--- src/pmt_pkg.sv ---
// ----------------------------------------------------------------------------
// pmt_pkg: shared types and constants for the PGN movetext tokenizer
// Character codes, scanner state encodings and the helpers that classify
// movetext bytes and match result tokens one character at a time.
// ----------------------------------------------------------------------------
package pmt_pkg;

   typedef enum logic [2:0] {
      MODE_NORMAL = 3'b001,
      MODE_BRACE  = 3'b010,
      MODE_LINE   = 3'b100
   } scan_mode_type;

   // Progress through a leading digits-and-dots prefix of the open token.
   typedef enum logic [2:0] {
      PH_DIGITS = 3'b001,
      PH_DOTS   = 3'b010,
      PH_MOVE   = 3'b100
   } prefix_type;

   // Back end hands a token bank back to the front end.
   typedef struct packed {
      logic valid;
      logic bank;
   } release_type;

   localparam logic [7:0] CH_TAB    = 8'h09;
   localparam logic [7:0] CH_NL     = 8'h0A;
   localparam logic [7:0] CH_CR     = 8'h0D;
   localparam logic [7:0] CH_SPACE  = 8'h20;
   localparam logic [7:0] CH_DOLLAR = 8'h24;
   localparam logic [7:0] CH_LPAREN = 8'h28;
   localparam logic [7:0] CH_RPAREN = 8'h29;
   localparam logic [7:0] CH_STAR   = 8'h2A;
   localparam logic [7:0] CH_DASH   = 8'h2D;
   localparam logic [7:0] CH_DOT    = 8'h2E;
   localparam logic [7:0] CH_SLASH  = 8'h2F;
   localparam logic [7:0] CH_ZERO   = 8'h30;
   localparam logic [7:0] CH_ONE    = 8'h31;
   localparam logic [7:0] CH_TWO    = 8'h32;
   localparam logic [7:0] CH_NINE   = 8'h39;
   localparam logic [7:0] CH_SEMI   = 8'h3B;
   localparam logic [7:0] CH_LBRACE = 8'h7B;
   localparam logic [7:0] CH_RBRACE = 8'h7D;

   // Bit positions in the result-token match mask.
   localparam int RES_STAR  = 0;
   localparam int RES_WHITE = 1;
   localparam int RES_BLACK = 2;
   localparam int RES_DRAW  = 3;

   function automatic logic is_space(input logic [7:0] c);
      return (c == CH_SPACE) || ((c >= CH_TAB) && (c <= CH_CR));
   endfunction

   function automatic logic is_digit(input logic [7:0] c);
      return (c >= CH_ZERO) && (c <= CH_NINE);
   endfunction

   // Which result tokens ("*", "1-0", "0-1", "1/2-1/2") carry c at pos.
   function automatic logic [3:0] result_match(input logic [6:0] pos,
                                               input logic [7:0] c);
      logic [3:0] m;
      m = '0;
      unique case (pos)
         7'd0: begin
            m[RES_STAR]  = (c == CH_STAR);
            m[RES_WHITE] = (c == CH_ONE);
            m[RES_BLACK] = (c == CH_ZERO);
            m[RES_DRAW]  = (c == CH_ONE);
         end
         7'd1: begin
            m[RES_WHITE] = (c == CH_DASH);
            m[RES_BLACK] = (c == CH_DASH);
            m[RES_DRAW]  = (c == CH_SLASH);
         end
         7'd2: begin
            m[RES_WHITE] = (c == CH_ZERO);
            m[RES_BLACK] = (c == CH_ONE);
            m[RES_DRAW]  = (c == CH_TWO);
         end
         7'd3: m[RES_DRAW] = (c == CH_DASH);
         7'd4: m[RES_DRAW] = (c == CH_ONE);
         7'd5: m[RES_DRAW] = (c == CH_SLASH);
         7'd6: m[RES_DRAW] = (c == CH_TWO);
         default: m = '0;
      endcase
      return m;
   endfunction

endpackage

--- src/pgn_movetext_tokenizer_core.sv ---
// ----------------------------------------------------------------------------
// pgn_movetext_tokenizer_core: PGN movetext SAN tokenizer
// Cuts PGN movetext into SAN move tokens and streams them out character by
// character, skipping comments, variations, glyphs, results and move numbers.
// ----------------------------------------------------------------------------
// Usage. Movetext enters on the req_ channel, one byte per transaction, with
// req_tlast on the final byte of a game's movetext. Move tokens leave on the
// rsp_ channel, one character per transaction; rsp_tlast marks the final
// character of a token and rsp_tuser[0] is set on every character of a token
// that was longer than MAX_TOKEN_CHARS and was truncated.
// Throughput: the scanner takes one byte per cycle. Characters are written
// into one of two token banks in RAM; a finished token is handed to the
// emitter through a two-entry descriptor queue, and the scanner stalls
// (req_tready low) only while both banks still hold tokens not yet read out.
// The emitter reads one character per cycle from the RAM read port while the
// output buffer has room or a character is leaving it.
// Path: with the emitter idle, once the delimiter (or final byte) is accepted,
// the token passes the descriptor queue, the emitter address registers, the
// registered RAM read and the output buffer before rsp_tvalid rises.
// Stalls: a low rsp_tready holds the two-entry output buffer; the emitter
// stops reading, then the banks fill and the scanner back-pressures req_.
// Reset: synchronous and active high; it returns the scanner to normal
// scanning at depth zero and empties the queue and buffers. The token RAM
// needs no clearing, as only characters written for the current token are read.
// ----------------------------------------------------------------------------
module pgn_movetext_tokenizer_core
   import pmt_pkg::*;
#(
   parameter int MAX_TOKEN_CHARS = 32,
   parameter int DEPTH_BITS      = 8
) (
   input  logic       clock,
   input  logic       reset,
   // Movetext input
   input  logic       req_tvalid,
   output logic       req_tready,
   input  logic [7:0] req_tdata,   // [7:0] char_in
   input  logic       req_tlast,   // text_last
   // Token characters out
   output logic       rsp_tvalid,
   input  logic       rsp_tready,
   output logic [7:0] rsp_tdata,   // [7:0] san_char
   output logic       rsp_tlast,   // token_last
   output logic [0:0] rsp_tuser    // [0] token_overflow
);

   localparam int PTR_W  = $clog2(MAX_TOKEN_CHARS);
   localparam int ADDR_W = PTR_W + 1;
   localparam int DESC_W = 2 * PTR_W + 2;

   logic              wr_en;
   logic [ADDR_W-1:0] wr_addr;
   logic [7:0]        wr_data;
   logic              rd_en;
   logic [ADDR_W-1:0] rd_addr;
   logic [7:0]        rd_data;
   logic              q_push;
   logic [DESC_W-1:0] q_push_data;
   logic              q_pop;
   logic [DESC_W-1:0] q_pop_data;
   logic              q_valid;
   logic              q_full;
   release_type       bank_release;

   // Scanner: classifies bytes, fills token banks, judges finished tokens.
   pmt_front #(
      .MAX_TOKEN_CHARS (MAX_TOKEN_CHARS),
      .DEPTH_BITS      (DEPTH_BITS)
   ) u_front (
      .clock        (clock),
      .reset        (reset),
      .req_tvalid   (req_tvalid),
      .req_tready   (req_tready),
      .req_tdata    (req_tdata),
      .req_tlast    (req_tlast),
      .bank_release (bank_release),
      .wr_en        (wr_en),
      .wr_addr      (wr_addr),
      .wr_data      (wr_data),
      .push         (q_push),
      .push_data    (q_push_data)
   );

   // Two token banks of MAX_TOKEN_CHARS characters each.
   pmt_ram #(
      .WIDTH (8),
      .DEPTH (2 ** ADDR_W)
   ) u_ram (
      .clock   (clock),
      .wr_en   (wr_en),
      .wr_addr (wr_addr),
      .wr_data (wr_data),
      .rd_en   (rd_en),
      .rd_addr (rd_addr),
      .rd_data (rd_data)
   );

   // Descriptors of tokens that survived and await emission.
   pmt_queue #(
      .WIDTH (DESC_W)
   ) u_queue (
      .clock     (clock),
      .reset     (reset),
      .push      (q_push),
      .push_data (q_push_data),
      .pop       (q_pop),
      .pop_data  (q_pop_data),
      .valid     (q_valid),
      .full      (q_full)
   );

   // Emitter: reads token characters back and drives the result channel.
   pmt_back #(
      .MAX_TOKEN_CHARS (MAX_TOKEN_CHARS)
   ) u_back (
      .clock        (clock),
      .reset        (reset),
      .q_valid      (q_valid),
      .q_data       (q_pop_data),
      .q_pop        (q_pop),
      .rd_en        (rd_en),
      .rd_addr      (rd_addr),
      .rd_data      (rd_data),
      .bank_release (bank_release),
      .rsp_tvalid   (rsp_tvalid),
      .rsp_tready   (rsp_tready),
      .rsp_tdata    (rsp_tdata),
      .rsp_tlast    (rsp_tlast),
      .rsp_tuser    (rsp_tuser)
   );

   // The bank accounting must keep the queue from ever overflowing.
   assert property (@(posedge clock) disable iff (reset) !(q_push && q_full))
      else $error("token descriptor pushed into a full queue");

   // The emitter may only take a descriptor that is present.
   assert property (@(posedge clock) disable iff (reset) q_pop |-> q_valid)
      else $error("descriptor popped from an empty queue");

   // A token is only handed over while a byte is being accepted.
   assert property (@(posedge clock) disable iff (reset)
                    q_push |-> (req_tvalid && req_tready))
      else $error("token descriptor pushed without an accepted byte");

   // A bank is never written in the cycle the emitter reads the same address.
   assert property (@(posedge clock) disable iff (reset)
                    !(wr_en && rd_en && (wr_addr == rd_addr)))
      else $error("token bank written while being read out");

endmodule

--- src/pmt_ram.sv ---
// ----------------------------------------------------------------------------
// pmt_ram: generic single-write, single-read RAM
// One write port and one read port with registered read data.
// ----------------------------------------------------------------------------
module pmt_ram #(
   parameter int WIDTH = 8,
   parameter int DEPTH = 64,
   localparam int ADDR_W = $clog2(DEPTH)
) (
   input  logic              clock,
   input  logic              wr_en,
   input  logic [ADDR_W-1:0] wr_addr,
   input  logic [WIDTH-1:0]  wr_data,
   input  logic              rd_en,
   input  logic [ADDR_W-1:0] rd_addr,
   output logic [WIDTH-1:0]  rd_data
);

   logic [WIDTH-1:0] mem_ff [DEPTH];
   logic [WIDTH-1:0] rd_data_ff;

   always_ff @(posedge clock) begin
      if (wr_en) begin
         mem_ff[wr_addr] <= wr_data;
      end
      if (rd_en) begin
         rd_data_ff <= mem_ff[rd_addr];
      end
   end

   assign rd_data = rd_data_ff;

endmodule

--- src/pmt_queue.sv ---
// ----------------------------------------------------------------------------
// pmt_queue: two-entry descriptor queue
// Holds finished token descriptors between the scanner and the emitter.
// ----------------------------------------------------------------------------
module pmt_queue #(
   parameter int WIDTH = 12
) (
   input  logic             clock,
   input  logic             reset,
   input  logic             push,
   input  logic [WIDTH-1:0] push_data,
   input  logic             pop,
   output logic [WIDTH-1:0] pop_data,
   output logic             valid,
   output logic             full
);

   logic [WIDTH-1:0] mem_ff [2];
   logic             wp_ff, wp_in;
   logic             rp_ff, rp_in;
   logic [1:0]       cnt_ff, cnt_in;

   always_comb begin
      wp_in  = wp_ff ^ push;
      rp_in  = rp_ff ^ pop;
      cnt_in = cnt_ff + 2'(push) - 2'(pop);
   end

   always_ff @(posedge clock) begin
      if (reset) begin
         wp_ff  <= 1'b0;
         rp_ff  <= 1'b0;
         cnt_ff <= 2'd0;
      end else begin
         wp_ff  <= wp_in;
         rp_ff  <= rp_in;
         cnt_ff <= cnt_in;
      end
   end

   always_ff @(posedge clock) begin
      if (push) begin
         mem_ff[wp_ff] <= push_data;
      end
   end

   assign pop_data = mem_ff[rp_ff];
   assign valid    = (cnt_ff != 2'd0);
   assign full     = cnt_ff[1];

endmodule

--- src/pmt_front.sv ---
// ----------------------------------------------------------------------------
// pmt_front: movetext scanner
// Accepts movetext bytes, tracks comments and variation depth, writes token
// characters into the current bank and judges each token as it finishes.
// ----------------------------------------------------------------------------
module pmt_front
   import pmt_pkg::*;
#(
   parameter int MAX_TOKEN_CHARS = 32,
   parameter int DEPTH_BITS      = 8,
   localparam int PTR_W  = $clog2(MAX_TOKEN_CHARS),
   localparam int ADDR_W = PTR_W + 1,
   localparam int DESC_W = 2 * PTR_W + 2
) (
   input  logic              clock,
   input  logic              reset,
   input  logic              req_tvalid,
   output logic              req_tready,
   input  logic [7:0]        req_tdata,
   input  logic              req_tlast,
   input  release_type       bank_release,
   output logic              wr_en,
   output logic [ADDR_W-1:0] wr_addr,
   output logic [7:0]        wr_data,
   output logic              push,
   output logic [DESC_W-1:0] push_data
);

   localparam int LEN_W = $clog2(MAX_TOKEN_CHARS + 1);

   scan_mode_type         mode_ff, mode_in;
   logic [DEPTH_BITS-1:0] depth_ff, depth_in;
   logic [LEN_W-1:0]      len_ff, len_in, len_n;
   logic                  ovf_ff, ovf_in, ovf_n;
   logic                  dollar_ff, dollar_in, dollar_n;
   logic [3:0]            match_ff, match_in, match_n;
   prefix_type            phase_ff, phase_in, phase_n;
   logic [PTR_W-1:0]      start_ff, start_in, start_n;
   logic                  bank_ff, bank_in;
   logic [1:0]            busy_ff, busy_in;

   logic       accept;
   logic       delim;
   logic       finish;
   logic       is_result;
   logic       emit;
   logic [7:0] c;

   assign c          = req_tdata;
   assign req_tready = !busy_ff[bank_ff];
   assign accept     = req_tvalid && req_tready;
   assign delim      = is_space(c) || (c == CH_LBRACE) || (c == CH_LPAREN) ||
                       (c == CH_RPAREN) || (c == CH_SEMI);

   always_comb begin
      mode_in  = mode_ff;
      depth_in = depth_ff;
      len_n    = len_ff;
      ovf_n    = ovf_ff;
      dollar_n = dollar_ff;
      match_n  = match_ff;
      phase_n  = phase_ff;
      start_n  = start_ff;
      finish   = 1'b0;
      wr_en    = 1'b0;
      wr_addr  = {bank_ff, len_ff[PTR_W-1:0]};
      wr_data  = c;

      if (accept) begin
         unique case (mode_ff)
            MODE_BRACE: begin
               if (c == CH_RBRACE) mode_in = MODE_NORMAL;
            end
            MODE_LINE: begin
               if (c == CH_NL) mode_in = MODE_NORMAL;
            end
            MODE_NORMAL: begin
               if (delim) begin
                  finish = 1'b1;
                  if (c == CH_LBRACE) begin
                     mode_in = MODE_BRACE;
                  end else if (c == CH_SEMI) begin
                     mode_in = MODE_LINE;
                  end else if (c == CH_LPAREN) begin
                     if (depth_ff != '1) depth_in = depth_ff + 1'b1;
                  end else if (c == CH_RPAREN) begin
                     if (depth_ff != '0) depth_in = depth_ff - 1'b1;
                  end
               end else if (len_ff < LEN_W'(MAX_TOKEN_CHARS)) begin
                  wr_en   = 1'b1;
                  len_n   = len_ff + 1'b1;
                  match_n = match_ff & result_match(7'(len_ff), c);
                  if (len_ff == '0) dollar_n = (c == CH_DOLLAR);
                  unique case (phase_ff)
                     PH_DIGITS: begin
                        if (c == CH_DOT) begin
                           phase_n = PH_DOTS;
                        end else if (!is_digit(c)) begin
                           phase_n = PH_MOVE;
                           start_n = '0;
                        end
                     end
                     PH_DOTS: begin
                        if (c != CH_DOT) begin
                           phase_n = PH_MOVE;
                           start_n = len_ff[PTR_W-1:0];
                        end
                     end
                     PH_MOVE: phase_n = PH_MOVE;
                     default: phase_n = PH_MOVE;
                  endcase
               end else begin
                  ovf_n = 1'b1;
               end
            end
            default: mode_in = MODE_NORMAL;
         endcase
         if (req_tlast) begin
            finish   = 1'b1;
            mode_in  = MODE_NORMAL;
            depth_in = '0;
         end
      end
   end

   // Result tokens only count when nothing was truncated.
   assign is_result = !ovf_n &&
                      ((match_n[RES_STAR]  && (len_n == LEN_W'(1))) ||
                       (match_n[RES_WHITE] && (len_n == LEN_W'(3))) ||
                       (match_n[RES_BLACK] && (len_n == LEN_W'(3))) ||
                       (match_n[RES_DRAW]  && (len_n == LEN_W'(7))));

   // Judged at the depth before this byte acts on it.
   assign emit = finish && (len_n != '0) && (depth_ff == '0) && !dollar_n &&
                 !is_result && (phase_n == PH_MOVE);

   assign push      = emit;
   assign push_data = {ovf_n, PTR_W'(len_n - 1'b1), start_n, bank_ff};

   always_comb begin
      if (finish) begin
         len_in    = '0;
         ovf_in    = 1'b0;
         dollar_in = 1'b0;
         match_in  = '1;
         phase_in  = PH_DIGITS;
         start_in  = '0;
      end else begin
         len_in    = len_n;
         ovf_in    = ovf_n;
         dollar_in = dollar_n;
         match_in  = match_n;
         phase_in  = phase_n;
         start_in  = start_n;
      end
      bank_in = bank_ff ^ emit;
      busy_in = busy_ff;
      if (bank_release.valid) busy_in[bank_release.bank] = 1'b0;
      if (emit) busy_in[bank_ff] = 1'b1;
   end

   always_ff @(posedge clock) begin
      if (reset) begin
         mode_ff   <= MODE_NORMAL;
         depth_ff  <= '0;
         len_ff    <= '0;
         ovf_ff    <= 1'b0;
         dollar_ff <= 1'b0;
         match_ff  <= '1;
         phase_ff  <= PH_DIGITS;
         start_ff  <= '0;
         bank_ff   <= 1'b0;
         busy_ff   <= 2'b00;
      end else begin
         mode_ff   <= mode_in;
         depth_ff  <= depth_in;
         len_ff    <= len_in;
         ovf_ff    <= ovf_in;
         dollar_ff <= dollar_in;
         match_ff  <= match_in;
         phase_ff  <= phase_in;
         start_ff  <= start_in;
         bank_ff   <= bank_in;
         busy_ff   <= busy_in;
      end
   end

endmodule

--- src/pmt_back.sv ---
// ----------------------------------------------------------------------------
// pmt_back: token emitter
// Takes token descriptors from the queue, reads the characters out of the
// token RAM and presents them through a two-entry output buffer.
// ----------------------------------------------------------------------------
module pmt_back
   import pmt_pkg::*;
#(
   parameter int MAX_TOKEN_CHARS = 32,
   localparam int PTR_W  = $clog2(MAX_TOKEN_CHARS),
   localparam int ADDR_W = PTR_W + 1,
   localparam int DESC_W = 2 * PTR_W + 2
) (
   input  logic              clock,
   input  logic              reset,
   input  logic              q_valid,
   input  logic [DESC_W-1:0] q_data,
   output logic              q_pop,
   output logic              rd_en,
   output logic [ADDR_W-1:0] rd_addr,
   input  logic [7:0]        rd_data,
   output release_type       bank_release,
   output logic              rsp_tvalid,
   input  logic              rsp_tready,
   output logic [7:0]        rsp_tdata,
   output logic              rsp_tlast,
   output logic [0:0]        rsp_tuser
);

   logic             act_ff, act_in;
   logic             bank_ff, bank_in;
   logic [PTR_W-1:0] ptr_ff, ptr_in;
   logic [PTR_W-1:0] end_ff, end_in;
   logic             ovf_ff, ovf_in;
   logic             s1_v_ff;
   logic             s1_last_ff;
   logic             s1_ovf_ff;
   logic [9:0]       ob_ff [2];
   logic             wr_ff, rd_ff;
   logic [1:0]       cnt_ff, cnt_in;

   logic       pop;
   logic [1:0] occ;
   logic       issue;
   logic       at_end;

   assign pop    = rsp_tvalid && rsp_tready;
   assign occ    = cnt_ff + 2'(s1_v_ff);
   assign issue  = act_ff && ((occ < 2'd2) || pop);
   assign at_end = (ptr_ff == end_ff);
   assign q_pop  = q_valid && (!act_ff || (issue && at_end));

   assign rd_en   = issue;
   assign rd_addr = {bank_ff, ptr_ff};

   assign bank_release.valid = issue && at_end;
   assign bank_release.bank  = bank_ff;

   always_comb begin
      act_in  = act_ff;
      bank_in = bank_ff;
      ptr_in  = ptr_ff;
      end_in  = end_ff;
      ovf_in  = ovf_ff;
      if (issue) begin
         ptr_in = ptr_ff + 1'b1;
         if (at_end) act_in = 1'b0;
      end
      if (q_pop) begin
         act_in                   = 1'b1;
         {ovf_in, end_in, ptr_in, bank_in} = q_data;
      end
      cnt_in = cnt_ff + 2'(s1_v_ff) - 2'(pop);
   end

   always_ff @(posedge clock) begin
      if (reset) begin
         act_ff  <= 1'b0;
         s1_v_ff <= 1'b0;
         wr_ff   <= 1'b0;
         rd_ff   <= 1'b0;
         cnt_ff  <= 2'd0;
      end else begin
         act_ff  <= act_in;
         s1_v_ff <= issue;
         wr_ff   <= wr_ff ^ s1_v_ff;
         rd_ff   <= rd_ff ^ pop;
         cnt_ff  <= cnt_in;
      end
   end

   always_ff @(posedge clock) begin
      bank_ff    <= bank_in;
      ptr_ff     <= ptr_in;
      end_ff     <= end_in;
      ovf_ff     <= ovf_in;
      s1_last_ff <= at_end;
      s1_ovf_ff  <= ovf_ff;
      if (s1_v_ff) begin
         ob_ff[wr_ff] <= {s1_ovf_ff, s1_last_ff, rd_data};
      end
   end

   assign rsp_tvalid   = (cnt_ff != 2'd0);
   assign rsp_tdata    = ob_ff[rd_ff][7:0];
   assign rsp_tlast    = ob_ff[rd_ff][8];
   assign rsp_tuser[0] = ob_ff[rd_ff][9];

endmodule
--- config.mk ---
export PLATFORM = sky130hd
export DESIGN_NAME = pgn_movetext_tokenizer_core
export DESIGN_NICKNAME = d
export VERILOG_FILES = /design/src/pmt_pkg.sv /design/src/pgn_movetext_tokenizer_core.sv /design/src/pmt_ram.sv /design/src/pmt_queue.sv /design/src/pmt_front.sv /design/src/pmt_back.sv
export SDC_FILE = /design/constraint.sdc
export NUM_CORES = 1
export LEC_CHECK = 0
export BUFFER_PORTS_ARGS = -buffer_cell sky130_fd_sc_hd__buf_2
export CAP_MARGIN = 20
export CORE_MARGIN = 5
export CORE_UTILIZATION = 68
export CTS_CLUSTER_SIZE = 20
export DETAILED_ROUTE_END_ITERATION = 8
export PLACE_DENSITY = 0.85
export SYNTH_ARGS = -nofsm -noshare
export SYNTH_HDL_FRONTEND = slang
export SYNTH_SLANG_ARGS = --single-unit
--- constraint.sdc ---
create_clock -name clock -period 8.1 [get_ports clock]
set_clock_uncertainty 0.05 [all_clocks]
set_input_delay 0.81 -clock clock [delete_from_list [all_inputs] [get_ports clock]]
set_output_delay 0.81 -clock clock [all_outputs]
set_load 0.005 [all_outputs]
==> impl_metrics.toml, run 1 <==
[floorplan]
dieArea_sq_um = 40700
start_util_pct = 68.6
rows = 70
die_w_microns = 202
core_area_sq_um = 36400
die_y_microns = 202
io_pins = 25

[clocking]
clock_latency_ns = 0.60
cts_setup_buffers = 0
cts_tree = "built"
cts-buffers-inserted = 58
root_buffer = "clkbuf_16"
path_clk_slew_ns = 0.07
htreeDepth = 2
cts_hold_buffers = 0
cts.sinks = 622
cts_buffer_depth = 3
cts.repair.resized = 0

[synthesis]
async_reset_ff_share_pct = 0
ys_warn_count = 0
ys_types = 62
synth_ff_type = "edfxtp_1"
synth.ff_latch_count = 622
synth_area_sq_um = 25000
avgSynthCellArea_sq_um = 19.3
ys_seq_area_share_pct = 72.9
syn_nets = 1328
synth_edf_count = 576
synthCells = 1295

[routing]
drt_pass1_iterations = 6
routed-wl-met3_microns = 5160
route.detailed.drc = 0
drt.antenna.violating_nets = 0
wl_met1_microns = 20600
top_layer = "met5"
vias = 12855
drt_iter0_drc = 1644
wire_per_inst_microns = 30.6
vias_per_cell = 6.97
wl_met2_microns = 28300
routed_wl_microns = 56500

[finish]
fin_cells = 1844
final_cell_mix = "576 x edfxtp_1, 168 x mux4_2, 108 x nor2_1"
drive_above_1_share_pct = 24.4
layout_commonest_cell = "edfxtp_1"
area_growth_pct = 10.4
fin_nets = 1360

[worst_setup_path]
critical-path-top-delay-family = "simple AND/OR/NAND/NOR gates"
worstSetupEndpointType = "flip-flop"
r2r_start = "u_front.bank_ff$_SDFF_PP0_"
cpMaxStageDelayCell = "or4b_4"
crit_buf_inv = 2
crit_fanout = 70
worst-path-stages = 11
r2r_end = "u_ram.mem_ff[18][4]$_DFFE_PP_"
cp.required_ns = 8.29
crit_chain = "buf_2, buf_4, or4b_4, o32a_4, nand3_1, mux2_2, a41o_1, a31oi_2, nor2_2, nor2_1, ha_1"
crit_arrival_ns = 4.71
crit_path_end = "u_queue.mem_ff[0][0]$_DFFE_PP_"
cp-start-kind = "input port"
reg2reg_depth = 6
rrSetupSlack_ns = 3.74
cp-startpoint = "req_tdata[5]"
crit_type = "input port to flip-flop"
slowest_delay_ns = 0.58

[timing]
max_freq_mhz = 221
slew-limit-headroom_pct = 25.3
period_share_pct = 55.8
slew_viol_final = 0
finalHoldViolations = 0
tightest_slew_ns = 1.12
rsz0062_at_grt = "no"
min_period_ns = 4.52
finalSetupViolCount = 0
timing.setup.tns_ns = 0

[power_and_ir_drop]
p_per_area_nw_per_um2 = 318
vdd_drop_max_mv = 0.217
power.leakage_nw = 8.79

[global_routing]
grt_pass1_vias = 13203
grt_max_degree = 132
grt_first_pass_wirelength_microns = 85400
grt.overflow.total = 0
grtUsageTotal_pct = 28.5
antenna_found_initial = 5

[placement]
io_buffers = 24
dpl.hpwl_microns = 31700
gp_congestion = 0.906
dp.cells = 1733

[status]
status = "completed"

[run]
cap_violations = 0

[hold_path]
hp-class = "flip-flop to flip-flop"
## worst reg2reg max path, cell delays in order (launching register included)
cell	delay (ns)
dfxtp_1	0.83
mux2i_1	0.49
and4b_1	0.32
nand3_1	0.45
nor2_1	0.38
nand3_1	0.56
nor2_1	0.91
## logic make-up (layout without fill, tap and decap cells)
kind of cell             after synthesis  count (layout)  synth area share, %
other                                  0               2                    0
AND/OR/NAND/NOR                      259             259                 5.15
flip-flops                           622             622                 72.9
XOR/XNOR                              29              29                 1.02
adder cells (fa/ha/maj)               20              20                 1.03
buffers and inverters                 86             165                 1.35
AO/OA/AOI/OAI                         87              87                 2.36
multiplexers                         192             192                 16.2
## cell usage after synthesis, types with 3 or more instances
master | number | area (sq um)
nor3_1 | 14 | 70.1
mux4_2 | 168 | 3780
a211oi_1 | 5 | 37.5
nor3b_1 | 5 | 37.5
nand2b_1 | 6 | 37.5
xnor2_1 | 14 | 123
nand3b_1 | 7 | 52.6
a22o_1 | 4 | 35.0
a22oi_1 | 6 | 45.0
edfxtp_1 | 576 | 17300
or2_2 | 4 | 25.0
and4b_1 | 3 | 30.0
nor4b_1 | 3 | 26.3
nand2_1 | 35 | 131
a31oi_1 | 3 | 18.8
or3_1 | 6 | 37.5
dfxtp_1 | 46 | 921
nor2b_1 | 12 | 75.1
o21ai_0 | 20 | 100
inv_1 | 19 | 71.3
nor4_1 | 9 | 56.3
clkbuf_1 | 43 | 161
and2_1 | 7 | 43.8
o311ai_0 | 3 | 26.3
mux2_2 | 18 | 203
nand4_1 | 6 | 37.5
xor2_1 | 15 | 131
or3b_2 | 4 | 35.0
o41ai_1 | 3 | 26.3
o31ai_1 | 3 | 22.5
a21oi_1 | 23 | 115
buf_1 | 22 | 82.6
mux2i_1 | 5 | 50.1
nor2_1 | 108 | 405
ha_1 | 19 | 238
nand3_1 | 21 | 105
## worst min-delay path by stage
stage / start / end / slack, ns / depth (start not counted)
after floorplan: u_back.ovf_ff$_DFFE_PP_ / u_back.s1_ovf_ff$_DFF_P_ / 0.27 / 0
after global placement: u_back.ovf_ff$_DFFE_PP_ / u_back.s1_ovf_ff$_DFF_P_ / 0.30 / 0
after detailed placement: u_back.ovf_ff$_DFFE_PP_ / u_back.s1_ovf_ff$_DFF_P_ / 0.30 / 0
after CTS: u_back.ovf_ff$_DFFE_PP_ / u_back.s1_ovf_ff$_DFF_P_ / 0.31 / 0
after global routing: u_back.ovf_ff$_DFFE_PP_ / u_back.s1_ovf_ff$_DFF_P_ / 0.32 / 0
final: u_back.ovf_ff$_DFFE_PP_ / u_back.s1_ovf_ff$_DFF_P_ / 0.32 / 0
## state kept, by name, indices dropped and copies added (netlist names), 2 cells and up
signal            cells
u_back.cnt_ff         2
u_back.end_ff         5
u_back.ob_ff         20
u_back.ptr_ff         5
u_front.busy_ff       2
u_front.depth_ff      8
u_front.len_ff        6
u_front.match_ff      4
u_front.mode_ff       3
u_front.phase_ff      3
u_front.start_ff      5
u_queue.cnt_ff        2
u_queue.mem_ff       24
u_ram.mem_ff        512
u_ram.rd_data         8
## power breakdown
part	leakage (nW)	total (mW)	internal, mW	switching [mW]
logic	2.25	2.16	1.05	1.12
clock network	0.972	2.86	1.67	1.19
registers	5.57	3.75	3.66	0.0942
## through the flow
stage          area, sq um  worst slack (ns)  hold WS [ns]  util [%]  total power, mW
2_1_floorplan        25000              4.25         0.273         -             5.29
3_3_place_gp         25600              3.24         0.303      70.1             5.88
3_5_place_dp         25600              3.02         0.302      70.1             5.94
4_1_cts              27600              3.66         0.311      75.6             8.82
5_1_grt              27600              3.35         0.319      75.7             9.09
6_report             27600              3.58         0.323      75.7             8.78
## layout make-up
cell class | instances | area (sq um)
Multi-Input combinational cell | 587 | 6440
Inverter | 19 | 71.3
Sequential cell | 622 | 18200
Fill cell | 1884 | 8840
Tap cell | 468 | 586
Clock inverter | 42 | 529
Clock buffer | 65 | 1480
Antenna cell | 2 | 5.00
Timing Repair Buffer | 39 | 268
## routing by layer
layer / up-vias / global-route usage, %
met2: 788 / 46.3
met3: 140 / 5.29
met4: 4 / 10.4
met1: 6586 / 39.8
met5: - / 0
li1: 5337 / -
Note: power is estimated with default switching activity, not from simulation.
==> run 2: changes to the inputs <==
Settings changed: CORE_UTILIZATION 68 to 63, PLACE_DENSITY 0.85 to 0.79.
Clock period 8.1 ns to 4.4 ns, I/O delays scaled along.
==> run 2 against run 1 <==
Effect of this change: combinational power is 87% higher; worst setup slack worse by 2.8 ns; via count grew 0.40%; hold slack lost 0.14 ns; global-route usage shrank 2.1 points; utilization is 4.8 points lower; critical endpoint is now u_queue.mem_ff[0][6]$_DFFE_PP_.
==> impl_metrics.toml, run 2 (synthesis gave the netlist of run 1 again) <==
[clocking]
cts_hold_buffers = 0
cts_tree = "built"
path_clk_slew_ns = 0.06
htreeDepth = 2
cts_setup_buffers = 0
cts.repair.resized = 0
cts-buffers-inserted = 58
cts_buffer_depth = 3
cts.sinks = 622
root_buffer = "clkbuf_16"
clock_latency_ns = 0.62

[routing]
drt_pass1_iterations = 6
routed_wl_microns = 56800
vias = 12907
vias_per_cell = 6.61
drt.antenna.violating_nets = 0
route.detailed.drc = 0
drt_iter0_drc = 1660
wire_per_inst_microns = 29.1

[timing]
min_period_ns = 3.57
finalSetupViolCount = 0
tightest_slew_ns = 0.965
max_freq_mhz = 280
period_share_pct = 81.2
rsz0062_at_grt = "no"
finalHoldViolations = 0
slew_viol_final = 0
slew-limit-headroom_pct = 34.9
timing.setup.tns_ns = 0
setup_ws_ns = 0.828

[global_routing]
grt_pass1_vias = 13078
grtUsageTotal_pct = 26.4
grt_max_degree = 112
antenna_found_initial = 3
grt_first_pass_wirelength_microns = 85300
grt.overflow.total = 0

[placement]
io_buffers = 24
pre_cts_ws_ns = 0.277
dp.cells = 1844
dpl.hpwl_microns = 34000
gp_congestion = 0.857
dpl-instance-area_sq_um = 26000

[worst_setup_path]
r2r_end = "u_queue.mem_ff[0][6]$_DFFE_PP_"
reg2reg_depth = 9
worstSetupEndpointType = "flip-flop"
crit_type = "flip-flop to flip-flop"
cp-start-kind = "flip-flop"
crit_arrival_ns = 3.77
cp.required_ns = 4.60
crit_fanout = 16
r2r_start = "u_front.bank_ff$_SDFF_PP0_"
rrSetupSlack_ns = 0.83

[finish]
final_cell_mix = "576 x edfxtp_1, 168 x mux4_2, 108 x nor2_1"
stdcell_area_sq_um = 28000
area_growth_pct = 12.0
layout_commonest_cell = "edfxtp_1"
final_util_pct = 71.0
reg_top3 = "u_ram.mem_ff (512), u_queue.mem_ff (24), u_back.ob_ff (20)"
drive_above_1_share_pct = 27.0
regMostFlops = "u_ram.mem_ff"
fin_cells = 1953
largest_reg_flops = 512
fin_nets = 1412

[power_and_ir_drop]
p_per_area_nw_per_um2 = 573
power.leakage_nw = 9.04
vdd_drop_max_mv = 0.483

[floorplan]
die_w_microns = 209
die_y_microns = 209
core_area_sq_um = 39500
rows = 73
start_util_pct = 63.3
dieArea_sq_um = 43800
io_pins = 25

[run]
cap_violations = 0

[status]
status = "completed"

[hold_path]
min_from = "req_tlast"
whs_path_depth = 3
min_to = "u_front.depth_ff[1]$_SDFFE_PP0P_"
hp-class = "input port to flip-flop"
## run 2: changes by cell type in the layout (fill, tap and decap cells not counted), sizes merged
cell	change
buf	+53
clkbuf	-2
bufinv	-3
inv	-1
clkinv	+5
## run 2: metrics by stage
| step | power, mW | hold WS (ns) |
|---|---|---|
| 3_5_place_dp | 11.0 | 0.310 |
| 3_3_place_gp | 10.9 | 0.302 |
| 2_1_floorplan | 9.74 | 0.273 |
| 6_report | 16.0 | 0.182 |
| 4_1_cts | 16.1 | 0.164 |
| 5_1_grt | 16.6 | 0.189 |
## run 2: power by group
group	total [mW]	switching [mW]	internal, mW
logic	4.04	2.08	1.96
clock network	5.11	2.18	2.93
registers	6.88	0.148	6.74
total	16.0	4.41	11.6
## run 2: final cells by class
class	instances	area (sq um)
flip-flops and latches	622	18200
multi-input cells	587	6440
repair buffers	91	661
well taps	525	657
inverters	19	71.3
diodes	2	5.00
clock inverters	43	460
clock buffers	64	1490
fillers	2369	11500
## run 2: worst max path at each step
stage / end / cells past startpoint / slack (ns) / start
final: u_queue.mem_ff[0][6]$_DFFE_PP_ / 9 / 0.83 / u_front.bank_ff$_SDFF_PP0_
after floorplan: u_queue.mem_ff[1][0]$_DFFE_PP_ / 11 / 0.92 / req_tdata[4]
after detailed placement: u_queue.mem_ff[0][7]$_DFFE_PP_ / 11 / 0.28 / req_tdata[5]
after global placement: u_queue.mem_ff[0][7]$_DFFE_PP_ / 10 / 0.44 / req_tdata[5]
after global routing: u_queue.mem_ff[0][0]$_DFFE_PP_ / 11 / 0.60 / u_front.len_ff[1]$_SDFF_PP0_
after CTS: u_queue.mem_ff[0][9]$_DFFE_PP_ / 9 / 0.83 / u_front.bank_ff$_SDFF_PP0_
## run 2: critical path, stage by stage (launching register included)
cell and delay (ns):
dfxtp_1 0.35, mux2i_1 0.48, and4b_1 0.33, and3_4 0.34
mux2_4 0.33, a41o_1 0.24, a31oi_2 0.20, nor2_2 0.08
nor2_1 0.22, ha_1 0.58
## run 2: routing by layer
metal / track usage, % / share of wire [%] / up-vias
li1: - / - / 5425
met1: 36.0 / 37 / 6676
met2: 43.8 / 51 / 696
met3: 6.04 / 9.4 / 110
met4: 7.45 / 3.2 / 0
met5: 0 / 0 / -
